### config.mk
export PLATFORM = sky130hd
export DESIGN_NAME = bounded_doubly_linked_list
export DESIGN_NICKNAME = d
export VERILOG_FILES = /design/src/rtl/dll_pkg.sv /design/src/rtl/dll_node_ram.sv /design/src/rtl/dll_ctrl.sv /design/src/rtl/bounded_doubly_linked_list.sv
export SDC_FILE = /design/constraint.sdc
export NUM_CORES = 2
export LEC_CHECK = 0
export BUFFER_PORTS_ARGS = -buffer_cell sky130_fd_sc_hd__buf_2
export CAP_MARGIN = 20
export CELL_PAD_IN_SITES_DETAIL_PLACEMENT = 0
export CELL_PAD_IN_SITES_GLOBAL_PLACEMENT = 1
export CORE_MARGIN = 5
export CORE_UTILIZATION = 54
export CTS_BUF_LIST = sky130_fd_sc_hd__clkbuf_16
export CTS_CLUSTER_DIAMETER = 40
export DETAILED_ROUTE_END_ITERATION = 8
export GPL_TIMING_DRIVEN = 0
export PLACE_DENSITY = 0.76
export REMOVE_ABC_BUFFERS = 1
export SETUP_SLACK_MARGIN = 0.2
export SLEW_MARGIN = 10
export SYNTH_ARGS = -nofsm -noshare
export SYNTH_HDL_FRONTEND = slang
export SYNTH_SLANG_ARGS = --single-unit
### constraint.sdc
create_clock -name clk -period 6.3 [get_ports clk]
set_input_delay 0.63 -clock clk [delete_from_list [all_inputs] [get_ports clk]]
set_output_delay 0.63 -clock clk [all_outputs]
set_load 0.005 [all_outputs]
### src/rtl/dll_pkg.sv
// ----------------------------------------------------------------------------
// dll_pkg
// Types, codes and sizes shared by the linked-list block.
// ----------------------------------------------------------------------------
package dll_pkg;

	localparam int CAPACITY = 64;
	localparam int IDX_W    = $clog2(CAPACITY);
	localparam int CNT_W    = $clog2(CAPACITY + 1);
	localparam int VAL_W    = 32;
	localparam int CMD_W    = 3;

	typedef logic [IDX_W-1:0]        idx_t;
	typedef logic [CNT_W-1:0]        count_t;
	typedef logic signed [VAL_W-1:0] val_t;

	typedef enum logic [CMD_W-1:0] {
		CMD_INS_FIRST = 3'd0,
		CMD_INS_LAST  = 3'd1,
		CMD_INS_AFTER = 3'd2,
		CMD_DEL_FIRST = 3'd3,
		CMD_DEL_LAST  = 3'd4,
		CMD_DEL_VALUE = 3'd5,
		CMD_SEARCH    = 3'd6
	} cmd_t;

	typedef enum logic [1:0] {
		ST_OK        = 2'd0,
		ST_EMPTY     = 2'd1,
		ST_FULL      = 2'd2,
		ST_NOT_FOUND = 2'd3
	} status_t;

	typedef enum logic [2:0] {
		S_IDLE,
		S_DISPATCH,
		S_FETCH,
		S_WALK,
		S_W1,
		S_W2,
		S_DONE
	} state_t;

	typedef struct packed {
		val_t value;
		idx_t next;
		idx_t prev;
	} node_t;

	typedef struct packed {
		logic  en_value;
		logic  en_next;
		logic  en_prev;
		idx_t  addr;
		node_t data;
	} ram_wr_t;

	typedef struct packed {
		logic en;
		idx_t addr;
	} ram_rd_t;

	typedef struct packed {
		status_t status;
		val_t    removed;
		count_t  count;
	} result_t;

endpackage

### src/rtl/dll_node_ram.sv
// ----------------------------------------------------------------------------
// dll_node_ram
// Node pool: value, forward and backward link per entry; per-field write
// enables, one write and one registered read per cycle.
// ----------------------------------------------------------------------------
module dll_node_ram (
	input  logic            clk,
	input  dll_pkg::ram_wr_t wr,
	input  dll_pkg::ram_rd_t rd,
	output dll_pkg::node_t   rd_data
);
	import dll_pkg::*;

	val_t value_mem [CAPACITY];
	idx_t next_mem  [CAPACITY];
	idx_t prev_mem  [CAPACITY];

	always_ff @(posedge clk) begin
		if (wr.en_value) begin
			value_mem[wr.addr] <= wr.data.value;
		end
		if (wr.en_next) begin
			next_mem[wr.addr] <= wr.data.next;
		end
		if (wr.en_prev) begin
			prev_mem[wr.addr] <= wr.data.prev;
		end
	end

	always_ff @(posedge clk) begin
		if (rd.en) begin
			rd_data.value <= value_mem[rd.addr];
			rd_data.next  <= next_mem[rd.addr];
			rd_data.prev  <= prev_mem[rd.addr];
		end
	end

endmodule

### src/rtl/dll_ctrl.sv
// ----------------------------------------------------------------------------
// dll_ctrl
// Command sequencer: head, tail, count and free map; walks the list one
// node read per cycle and relinks through the node pool write port.
// ----------------------------------------------------------------------------
module dll_ctrl (
	input  logic              clk,
	input  logic              arst_n,
	input  logic              in_valid,
	output logic              in_stall,
	input  dll_pkg::cmd_t     cmd_in,
	input  dll_pkg::val_t     item_in,
	input  dll_pkg::val_t     key_in,
	output logic              res_valid,
	input  logic              res_ready,
	output dll_pkg::result_t  res,
	output dll_pkg::ram_wr_t  ram_wr,
	output dll_pkg::ram_rd_t  ram_rd,
	input  dll_pkg::node_t    rd_data
);
	import dll_pkg::*;

	state_t              state_q, state_d;
	logic [CAPACITY-1:0] free_q;
	idx_t                free_idx_q, lowest;
	idx_t                head_q, tail_q, cur_q;
	count_t              count_q, k_q;
	cmd_t                cmd_q;
	val_t                item_q, key_q, target_q, removed_q;
	status_t             status_q, status_d;
	ram_wr_t             lk1_q, lk2_q, lk1_d, lk2_d;

	logic empty, full, walk_hit, walk_last, drop_head, drop_tail, link_one;
	logic do_put_first, do_put_last, do_put_after, do_drop, do_put;
	logic done_now, start_walk, start_fetch, walk_step;

	assign empty     = (count_q == '0);
	assign full      = (count_q == CNT_W'(CAPACITY));
	assign walk_hit  = (rd_data.value == target_q);
	assign walk_last = ((k_q + count_t'(1)) == count_q);
	assign drop_head = (cur_q == head_q);
	assign drop_tail = (cur_q == tail_q);
	assign do_put    = do_put_first | do_put_last | do_put_after;

	// lowest free entry, registered
	always_comb begin
		lowest = '0;
		for (int i = CAPACITY - 1; i >= 0; i--) begin
			if (free_q[i]) begin
				lowest = idx_t'(i);
			end
		end
	end

	always_comb begin
		do_put_first = 1'b0;
		do_put_last  = 1'b0;
		do_put_after = 1'b0;
		do_drop      = 1'b0;
		done_now     = 1'b0;
		start_walk   = 1'b0;
		start_fetch  = 1'b0;
		walk_step    = 1'b0;
		status_d     = ST_OK;
		case (state_q)
			S_DISPATCH: begin
				case (cmd_q)
					CMD_INS_FIRST, CMD_INS_LAST, CMD_INS_AFTER: begin
						if (full) begin
							status_d = ST_FULL;
							done_now = 1'b1;
						end else if (cmd_q == CMD_INS_FIRST) begin
							do_put_first = 1'b1;
						end else if (cmd_q == CMD_INS_LAST || empty) begin
							do_put_last = 1'b1;
						end else begin
							start_walk = 1'b1;
						end
					end
					CMD_DEL_FIRST, CMD_DEL_LAST: begin
						if (empty) begin
							status_d = ST_EMPTY;
							done_now = 1'b1;
						end else begin
							start_fetch = 1'b1;
						end
					end
					CMD_DEL_VALUE, CMD_SEARCH: begin
						if (empty) begin
							status_d = ST_EMPTY;
							done_now = 1'b1;
						end else begin
							start_walk = 1'b1;
						end
					end
					default: begin
						done_now = 1'b1;
					end
				endcase
			end
			S_FETCH: begin
				do_drop = 1'b1;
			end
			S_WALK: begin
				if (walk_hit) begin
					case (cmd_q)
						CMD_INS_AFTER: begin
							if (drop_tail) begin
								do_put_last = 1'b1;
							end else begin
								do_put_after = 1'b1;
							end
						end
						CMD_DEL_VALUE: begin
							do_drop = 1'b1;
						end
						default: begin
							done_now = 1'b1;
						end
					endcase
				end else if (walk_last) begin
					if (cmd_q == CMD_INS_AFTER) begin
						do_put_last = 1'b1;
					end else begin
						status_d = ST_NOT_FOUND;
						done_now = 1'b1;
					end
				end else begin
					walk_step = 1'b1;
				end
			end
			default: ;
		endcase
		link_one = ((do_put_first || do_put_last) && !empty) || do_put_after ||
			(do_drop && !drop_head && !drop_tail);
	end

	// next state
	always_comb begin
		state_d = state_q;
		case (state_q)
			S_IDLE: begin
				if (in_valid) begin
					state_d = S_DISPATCH;
				end
			end
			S_DISPATCH, S_FETCH, S_WALK: begin
				if (link_one) begin
					state_d = S_W1;
				end else if (do_put || do_drop || done_now) begin
					state_d = S_DONE;
				end else if (start_walk) begin
					state_d = S_WALK;
				end else if (start_fetch) begin
					state_d = S_FETCH;
				end
			end
			S_W1: begin
				state_d = (lk2_q.en_next || lk2_q.en_prev) ? S_W2 : S_DONE;
			end
			S_W2: begin
				state_d = S_DONE;
			end
			S_DONE: begin
				if (res_ready) begin
					state_d = S_IDLE;
				end
			end
			default: begin
				state_d = S_IDLE;
			end
		endcase
	end

	// outputs
	always_comb begin
		in_stall  = (state_q != S_IDLE);
		res_valid = (state_q == S_DONE);
		res       = '{status: status_q, removed: removed_q, count: count_q};

		ram_rd.en   = start_walk | start_fetch | walk_step;
		ram_rd.addr = head_q;
		if (start_fetch && cmd_q == CMD_DEL_LAST) begin
			ram_rd.addr = tail_q;
		end else if (walk_step) begin
			ram_rd.addr = rd_data.next;
		end

		ram_wr = '0;
		case (state_q)
			S_W1: ram_wr = lk1_q;
			S_W2: ram_wr = lk2_q;
			default: begin
				if (do_put) begin
					ram_wr.en_value   = 1'b1;
					ram_wr.en_next    = 1'b1;
					ram_wr.en_prev    = 1'b1;
					ram_wr.addr       = free_idx_q;
					ram_wr.data.value = item_q;
					if (do_put_first) begin
						ram_wr.data.next = empty ? '0 : head_q;
					end else if (do_put_last) begin
						ram_wr.data.prev = empty ? '0 : tail_q;
					end else begin
						ram_wr.data.next = rd_data.next;
						ram_wr.data.prev = cur_q;
					end
				end
			end
		endcase
	end

	// neighbor link writes for the following cycles
	always_comb begin
		lk1_d = '0;
		lk2_d = '0;
		if (do_put_first) begin
			lk1_d.en_prev   = 1'b1;
			lk1_d.addr      = head_q;
			lk1_d.data.prev = free_idx_q;
		end
		if (do_put_last) begin
			lk1_d.en_next   = 1'b1;
			lk1_d.addr      = tail_q;
			lk1_d.data.next = free_idx_q;
		end
		if (do_put_after) begin
			lk1_d.en_next   = 1'b1;
			lk1_d.addr      = cur_q;
			lk1_d.data.next = free_idx_q;
			lk2_d.en_prev   = 1'b1;
			lk2_d.addr      = rd_data.next;
			lk2_d.data.prev = free_idx_q;
		end
		if (do_drop && !drop_head && !drop_tail) begin
			lk1_d.en_next   = 1'b1;
			lk1_d.addr      = rd_data.prev;
			lk1_d.data.next = rd_data.next;
			lk2_d.en_prev   = 1'b1;
			lk2_d.addr      = rd_data.next;
			lk2_d.data.prev = rd_data.prev;
		end
	end

	always_ff @(posedge clk or negedge arst_n) begin
		if (!arst_n) begin
			state_q    <= S_IDLE;
			free_q     <= '1;
			free_idx_q <= '0;
			head_q     <= '0;
			tail_q     <= '0;
			count_q    <= '0;
		end else begin
			state_q    <= state_d;
			free_idx_q <= lowest;
			if (do_put) begin
				free_q[free_idx_q] <= 1'b0;
				count_q            <= count_q + count_t'(1);
			end
			if (do_put_first) begin
				head_q <= free_idx_q;
				if (empty) begin
					tail_q <= free_idx_q;
				end
			end
			if (do_put_last) begin
				tail_q <= free_idx_q;
				if (empty) begin
					head_q <= free_idx_q;
				end
			end
			if (do_drop) begin
				free_q[cur_q] <= 1'b1;
				count_q       <= count_q - count_t'(1);
				if (drop_head && drop_tail) begin
					head_q <= '0;
					tail_q <= '0;
				end else if (drop_head) begin
					head_q <= rd_data.next;
				end else if (drop_tail) begin
					tail_q <= rd_data.prev;
				end
			end
		end
	end

	always_ff @(posedge clk) begin
		if (state_q == S_IDLE && in_valid) begin
			cmd_q     <= cmd_in;
			item_q    <= item_in;
			key_q     <= key_in;
			removed_q <= '0;
			status_q  <= ST_OK;
		end
		if (done_now) begin
			status_q <= status_d;
		end
		if (start_walk) begin
			cur_q    <= head_q;
			k_q      <= '0;
			target_q <= (cmd_q == CMD_INS_AFTER) ? key_q : item_q;
		end
		if (start_fetch) begin
			cur_q <= ram_rd.addr;
		end
		if (walk_step) begin
			cur_q <= rd_data.next;
			k_q   <= k_q + count_t'(1);
		end
		if (state_q == S_FETCH) begin
			removed_q <= rd_data.value;
		end
		if (do_put || do_drop) begin
			lk1_q <= lk1_d;
			lk2_q <= lk2_d;
		end
	end

endmodule

### src/rtl/bounded_doubly_linked_list.sv
// ----------------------------------------------------------------------------
// bounded_doubly_linked_list
// Ordered list of signed values in a pool of CAPACITY linked nodes.
//
//   channel  dir  handshake            payload
//   in       in   in_valid/in_stall    cmd, item_value, anchor_key
//   out      out  out_valid/out_stall  status, removed_value, entry_count
//
// One item at a time. Insert first/last and the empty, full and unused-code
// cases finish without reading a node; delete first/last read one node; a key
// or value search reads one node per cycle from the node pool, up to entry_count.
// Reset clears the free map, head, tail and count at once; no clearing pass.
// A result waits in the output register while the next item is taken; a
// stalled output holds the next result, and so the input, until it drains.
// ----------------------------------------------------------------------------
module bounded_doubly_linked_list (
	input  logic                             clk,
	input  logic                             arst_n,
	input  logic                             in_valid,
	output logic                             in_stall,
	input  logic [dll_pkg::CMD_W-1:0]        cmd,
	input  logic signed [dll_pkg::VAL_W-1:0] item_value,
	input  logic signed [dll_pkg::VAL_W-1:0] anchor_key,
	output logic                             out_valid,
	input  logic                             out_stall,
	output logic [1:0]                       status,
	output logic signed [dll_pkg::VAL_W-1:0] removed_value,
	output logic [dll_pkg::CNT_W-1:0]        entry_count
);
	import dll_pkg::*;

	ram_wr_t ram_wr;
	ram_rd_t ram_rd;
	node_t   rd_data;
	result_t res, result_q;
	logic    res_valid, res_ready, out_valid_q;

	assign res_ready = !out_valid_q || !out_stall;

	dll_node_ram u_ram (
		.clk     (clk),
		.wr      (ram_wr),
		.rd      (ram_rd),
		.rd_data (rd_data)
	);

	dll_ctrl u_ctrl (
		.clk       (clk),
		.arst_n    (arst_n),
		.in_valid  (in_valid),
		.in_stall  (in_stall),
		.cmd_in    (cmd_t'(cmd)),
		.item_in   (item_value),
		.key_in    (anchor_key),
		.res_valid (res_valid),
		.res_ready (res_ready),
		.res       (res),
		.ram_wr    (ram_wr),
		.ram_rd    (ram_rd),
		.rd_data   (rd_data)
	);

	always_ff @(posedge clk or negedge arst_n) begin
		if (!arst_n) begin
			out_valid_q <= 1'b0;
		end else if (res_valid && res_ready) begin
			out_valid_q <= 1'b1;
		end else if (!out_stall) begin
			out_valid_q <= 1'b0;
		end
	end

	always_ff @(posedge clk) begin
		if (res_valid && res_ready) begin
			result_q <= res;
		end
	end

	assign out_valid     = out_valid_q;
	assign status        = result_q.status;
	assign removed_value = result_q.removed;
	assign entry_count   = result_q.count;

endmodule

==> summary.md <==
| Metric | Value |
|---|---|
| Gr busiest metal | met2 |
| Final-report setup violation count | 0 |
| CTS Buffer Depth | 4 |
| Vias per std cell | about 6.4 |
| WL final | roughly 360000 um |
| Max Cap Violations | 0 |
| PnR worst setup slack | 0.158 ns |
| Synth area leader | edfxtp_1 |
| RR Startpoint | u_ctrl.k_q[0] |
| Wire per inst | 29.4 um |
| CP required | 6.83 ns |
| Family with the most delay on the worst path | simple AND/OR/NAND/NOR gates |
| Post-DP HPWL | between 200000 and 250000 um |
| RSZ-0062 raised after global routing | yes |
| Final GP Congestion | between 0.8 and 0.9 |
| Achievable Freq | roughly 160 MHz |
| Fill cells | between 15000 and 20000 |
| Sw Pwr | between 20 and 30 mW |
| Synth cell types | about 70 |
| Crit path DAT | 6.67 ns |
| Post-synthesis sequential area ratio | between 70% and 80% |
| Post-synthesis instance area | approximately 120000 um^2 |
| Clock Skew | roughly 0.11 ns |
| Total gr overflow | 0 |
| Synth top area share | 74.1% |
| Worst path bufs/invs | 8 |
| Post-synth EDFFs | 3080 |
| Critical path peak fanout | 75 |
| Number of synthesized register bits | around 3200 |
| Leak Pwr | between 50 and 60 nW |
| Pre-CTS setup slack | -1.31 ns |
| DRT Pass-1 Iters | 7 |
| Setup crit end kind | flop |
| Status | finished clean |
| Vias in the first global route | roughly 76000 |
| # IOs | 114 |
| Layout area overhead | 21.4% |
| I/O Buffers | roughly 110 |
| Clock-pin slew on the worst setup and hold paths | 0.06 ns |
| Syn Inst Count | about 8400 |
| CTS Buf Count | 441 |
| Most common cell after layout, fill and taps aside | edfxtp_1 |
| Die height | 491 um |
| DRT iter0 DRCs | between 10000 and 15000 |
| Met3 Use GR | 6.44% |
| Startpoint types | flop |
| Logic pwr share | a little under a third |
| WHS Path Cells | 3 |
| Fin nets | around 9000 |
| Hold path endpoint | u_ctrl.state_q[0] |
| Post-DRT Antenna Nets | 0 |
| CP cell instances | ha_1 > and3_1 > nand3_1 > xnor3_1 > and3_4 > or4_1 > nand3b_1 > buf_8 > buf_16 > buf_8 > buf_16 > inv_12 > buf_16 > buf_16 > bufbuf_16 > a21oi_1 > a22oi_1 > a22o_1 > a211oi_4 > nand4_1 |
| GRT Overall Usage | between 20% and 30% |
| CORE AREA | between 200000 and 250000 um^2 |
| R2R setup slack | 0.16 ns |
| Internal power | a little under 50 mW |
| CTS tree | yes |
| Row count | 176 |
| Syn_area_per_cell | 14.9 um^2 |
| Initial antenna violation count | 12 |
| Max VDD drop | 411 uV |
| CP most frequent cell | buf_16 |
| Largest net degree at the start of global routing | 149 |
| Top cells by area, synth | edfxtp_1 74%, mux2i_1 4.4%, nand2_1 3.9% |
| Starting density of the core | between 50 and 60% |
| Post-synth ARST share | 2.93% |
| Pins Over Slew Limit | 0 |
| Final Hold Fails | 0 |
| Synth Warn # | 0 |
| CP peak stage delay | about 0.5 ns |
| First-pass GRT wire length | between 500000 and 600000 um |
| Clock group share of total power | about 34% |
| Pwr per Cell Area | 491 nW/um^2 |
| Die ar. | between 200000 and 250000 um^2 |
| CTS Sinks | about 3200 |
| Worst Setup Path Type | flop to flop |
| Sw frac | around a third |
| Routing usage on met2 | a little under half |
| Proportion of layout cells with a drive suffix above 1 | around 17% |
| DRC Markers | 0 |
| Worst Tran Pin Value | between 1 and 1.5 ns |
| Main synth FF type | edfxtp_1 |
| Met1 Usage GRT | a little under 40% |
| Worst Hold Launch | in_valid |
| Dpl cells | around 11000 |
| Non-filler cells, final | approximately 12000 |
| HP Class | input port to flop |
| R2R Path End | u_ram.rd_data[43] |
| Die width | approximately 490 um |
| Worst R2R Path Depth | 20 |
| Crit path time final | slightly above 6 ns |
| CP max-delay cell | or4_1 |
| Worst skew pair latency | 1.00 ns |
| Period utilization | 97.5% |
| Sequential power share | roughly a third |
| Worst rel slew slack | 21.7% |
| Root Buffer | clkbuf_16 |
| Most frequent cells in the layout | 3080 x edfxtp_1, 1305 x nand2_1, 749 x a21oi_1, 550 x mux2i_1, 450 x clkbuf_16 |
| Max H-tree Level | 5 |
| Routed vias | about 78000 |
## power by group through the flow
stage               Combinational (mW)  Clock, mW  Sequential [mW]
floorplan                         10.5          0             25.8
global placement                  15.4          0             26.3
detailed placement                22.5          0             26.1
CTS                               23.3       25.1             25.7
global route                      25.2       26.1             25.8
finish                            23.8       24.9             25.8
## layout make-up
cell class / count / area (um^2) / area share, %
clock inverters: 347 / 3810 / 2.51
multi-input cells: 4632 / 28500 / 18.8
flip-flops and latches: 3173 / 94900 / 62.6
repair buffers: 612 / 9260 / 6.11
well taps: 3026 / 3790 / 2.50
diodes: 2 / 5.00 / 0.00330
inverters: 37 / 169 / 0.111
clock buffers: 447 / 11200 / 7.38
## cell families after synthesis
family	share of synthesized area [%]
flops	76.0
xor+xnor	0.482
fa+ha+maj	0.0761
mux	4.71
simple gates	7.68
compound gates	9.17
buf+inv	1.90
## sequential cells by signal, indices dropped and copies added (netlist names), 6 cells and up
register / flops
u_ram.value_mem: 2048
u_ram.next_mem: 384
u_ram.prev_mem: 384
u_ctrl.free_q: 64
u_ram.rd_data: 44
removed_value: 32
u_ctrl.item_q: 32
u_ctrl.key_q: 32
u_ctrl.removed_q: 32
u_ctrl.target_q: 32
u_ctrl.lk1_q: 20
u_ctrl.lk2_q: 13
entry_count: 7
u_ctrl.count_q: 7
u_ctrl.k_q: 7
u_ctrl.cur_q: 6
u_ctrl.free_idx_q: 6
u_ctrl.head_q: 6
u_ctrl.tail_q: 6
## metrics by stage
step / hold WS, ns / util [%] / area, um^2 / TNS [ns] / power [mW]
after floorplan: 0.334 / - / 123000 / -4841.21 / 36.3
after global placement: 0.403 / 55.2 / 127000 / - / 41.7
after detailed placement: 0.405 / 58.8 / 135000 / -129.76 / 48.6
after CTS: 0.0169 / 65.8 / 151000 / 0 / 74.1
after global routing: 0.0848 / 65.9 / 152000 / 0 / 77.0
final: 0.0817 / 65.9 / 152000 / 0 / 74.5
## worst register-to-register path, delay by kind of cell, from the launching register on
kind	cells	cell delay, ns
AO/OA/AOI/OAI	4	0.80
XOR/XNOR	1	0.27
flip-flops	1	0.47
adder cells (fa/ha/maj)	1	0.29
buffers and inverters	8	2.00
AND/OR/NAND/NOR	6	1.88
## worst max path at each step
stage / cells past startpoint / endpoint / startpoint / slack [ns]
3_5_place_dp: 19 / u_ram.rd_data[31] / u_ram.rd_data[30] / -1.31
4_1_cts: 21 / u_ram.rd_data[31] / u_ctrl.state_q[0] / 0.03
6_report: 20 / u_ram.rd_data[43] / u_ctrl.k_q[0] / 0.16
5_1_grt: 21 / u_ram.rd_data[31] / u_ctrl.k_q[0] / 0.04
2_1_floorplan: 12 / u_ram.rd_data[10] / u_ctrl.k_q[0] / -104.65
3_3_place_gp: 12 / u_ram.rd_data[31] / u_ram.rd_data[30] / -266.35
## metal layers
metal  vias up  share of wire [%]
met5         -              0.011
met4         2                4.0
met1     39581                 39
met3       833                 10
li1      33602                  -
met2      4380                 47
## timing repair
item,CTS,global route
resized for setup,29,21
endpoints found under the setup margin,1054,183
buffers inserted,9,3
pin swaps,13,11
hold endpoints to repair,83,0
hold buffers,68,0
gates cloned,8,3
## Yosys cell counts, types with 4 or more instances
cell / n
edfxtp_1: 3080
nand2_1: 1313
a21oi_1: 753
mux2i_1: 550
clkbuf_1: 354
nor2_1: 312
a221oi_1: 283
a22oi_1: 273
nand3_1: 269
o21ai_0: 145
buf_2: 112
a31oi_1: 93
a32oi_1: 86
and2_1: 73
buf_1: 70
dfstp_2: 64
nand4_1: 53
xor2_1: 45
and4_1: 44
nor4_1: 41
a22o_1: 39
mux2_2: 34
inv_1: 33
nor3_1: 30
a211oi_1: 29
dfrtp_1: 29
xnor2_1: 16
and3_1: 11
nand3b_1: 11
nor2b_1: 11
buf_4: 10
or3_1: 10
nand2b_1: 9
o22ai_1: 9
o31ai_1: 8
a221o_1: 6
a222oi_1: 6
ha_1: 6
or2_2: 6
o21bai_1: 5
or4_1: 5
nand4b_1: 4
o21a_1: 4
o21ai_1: 4
Note: power is estimated with default switching activity, not from simulation.
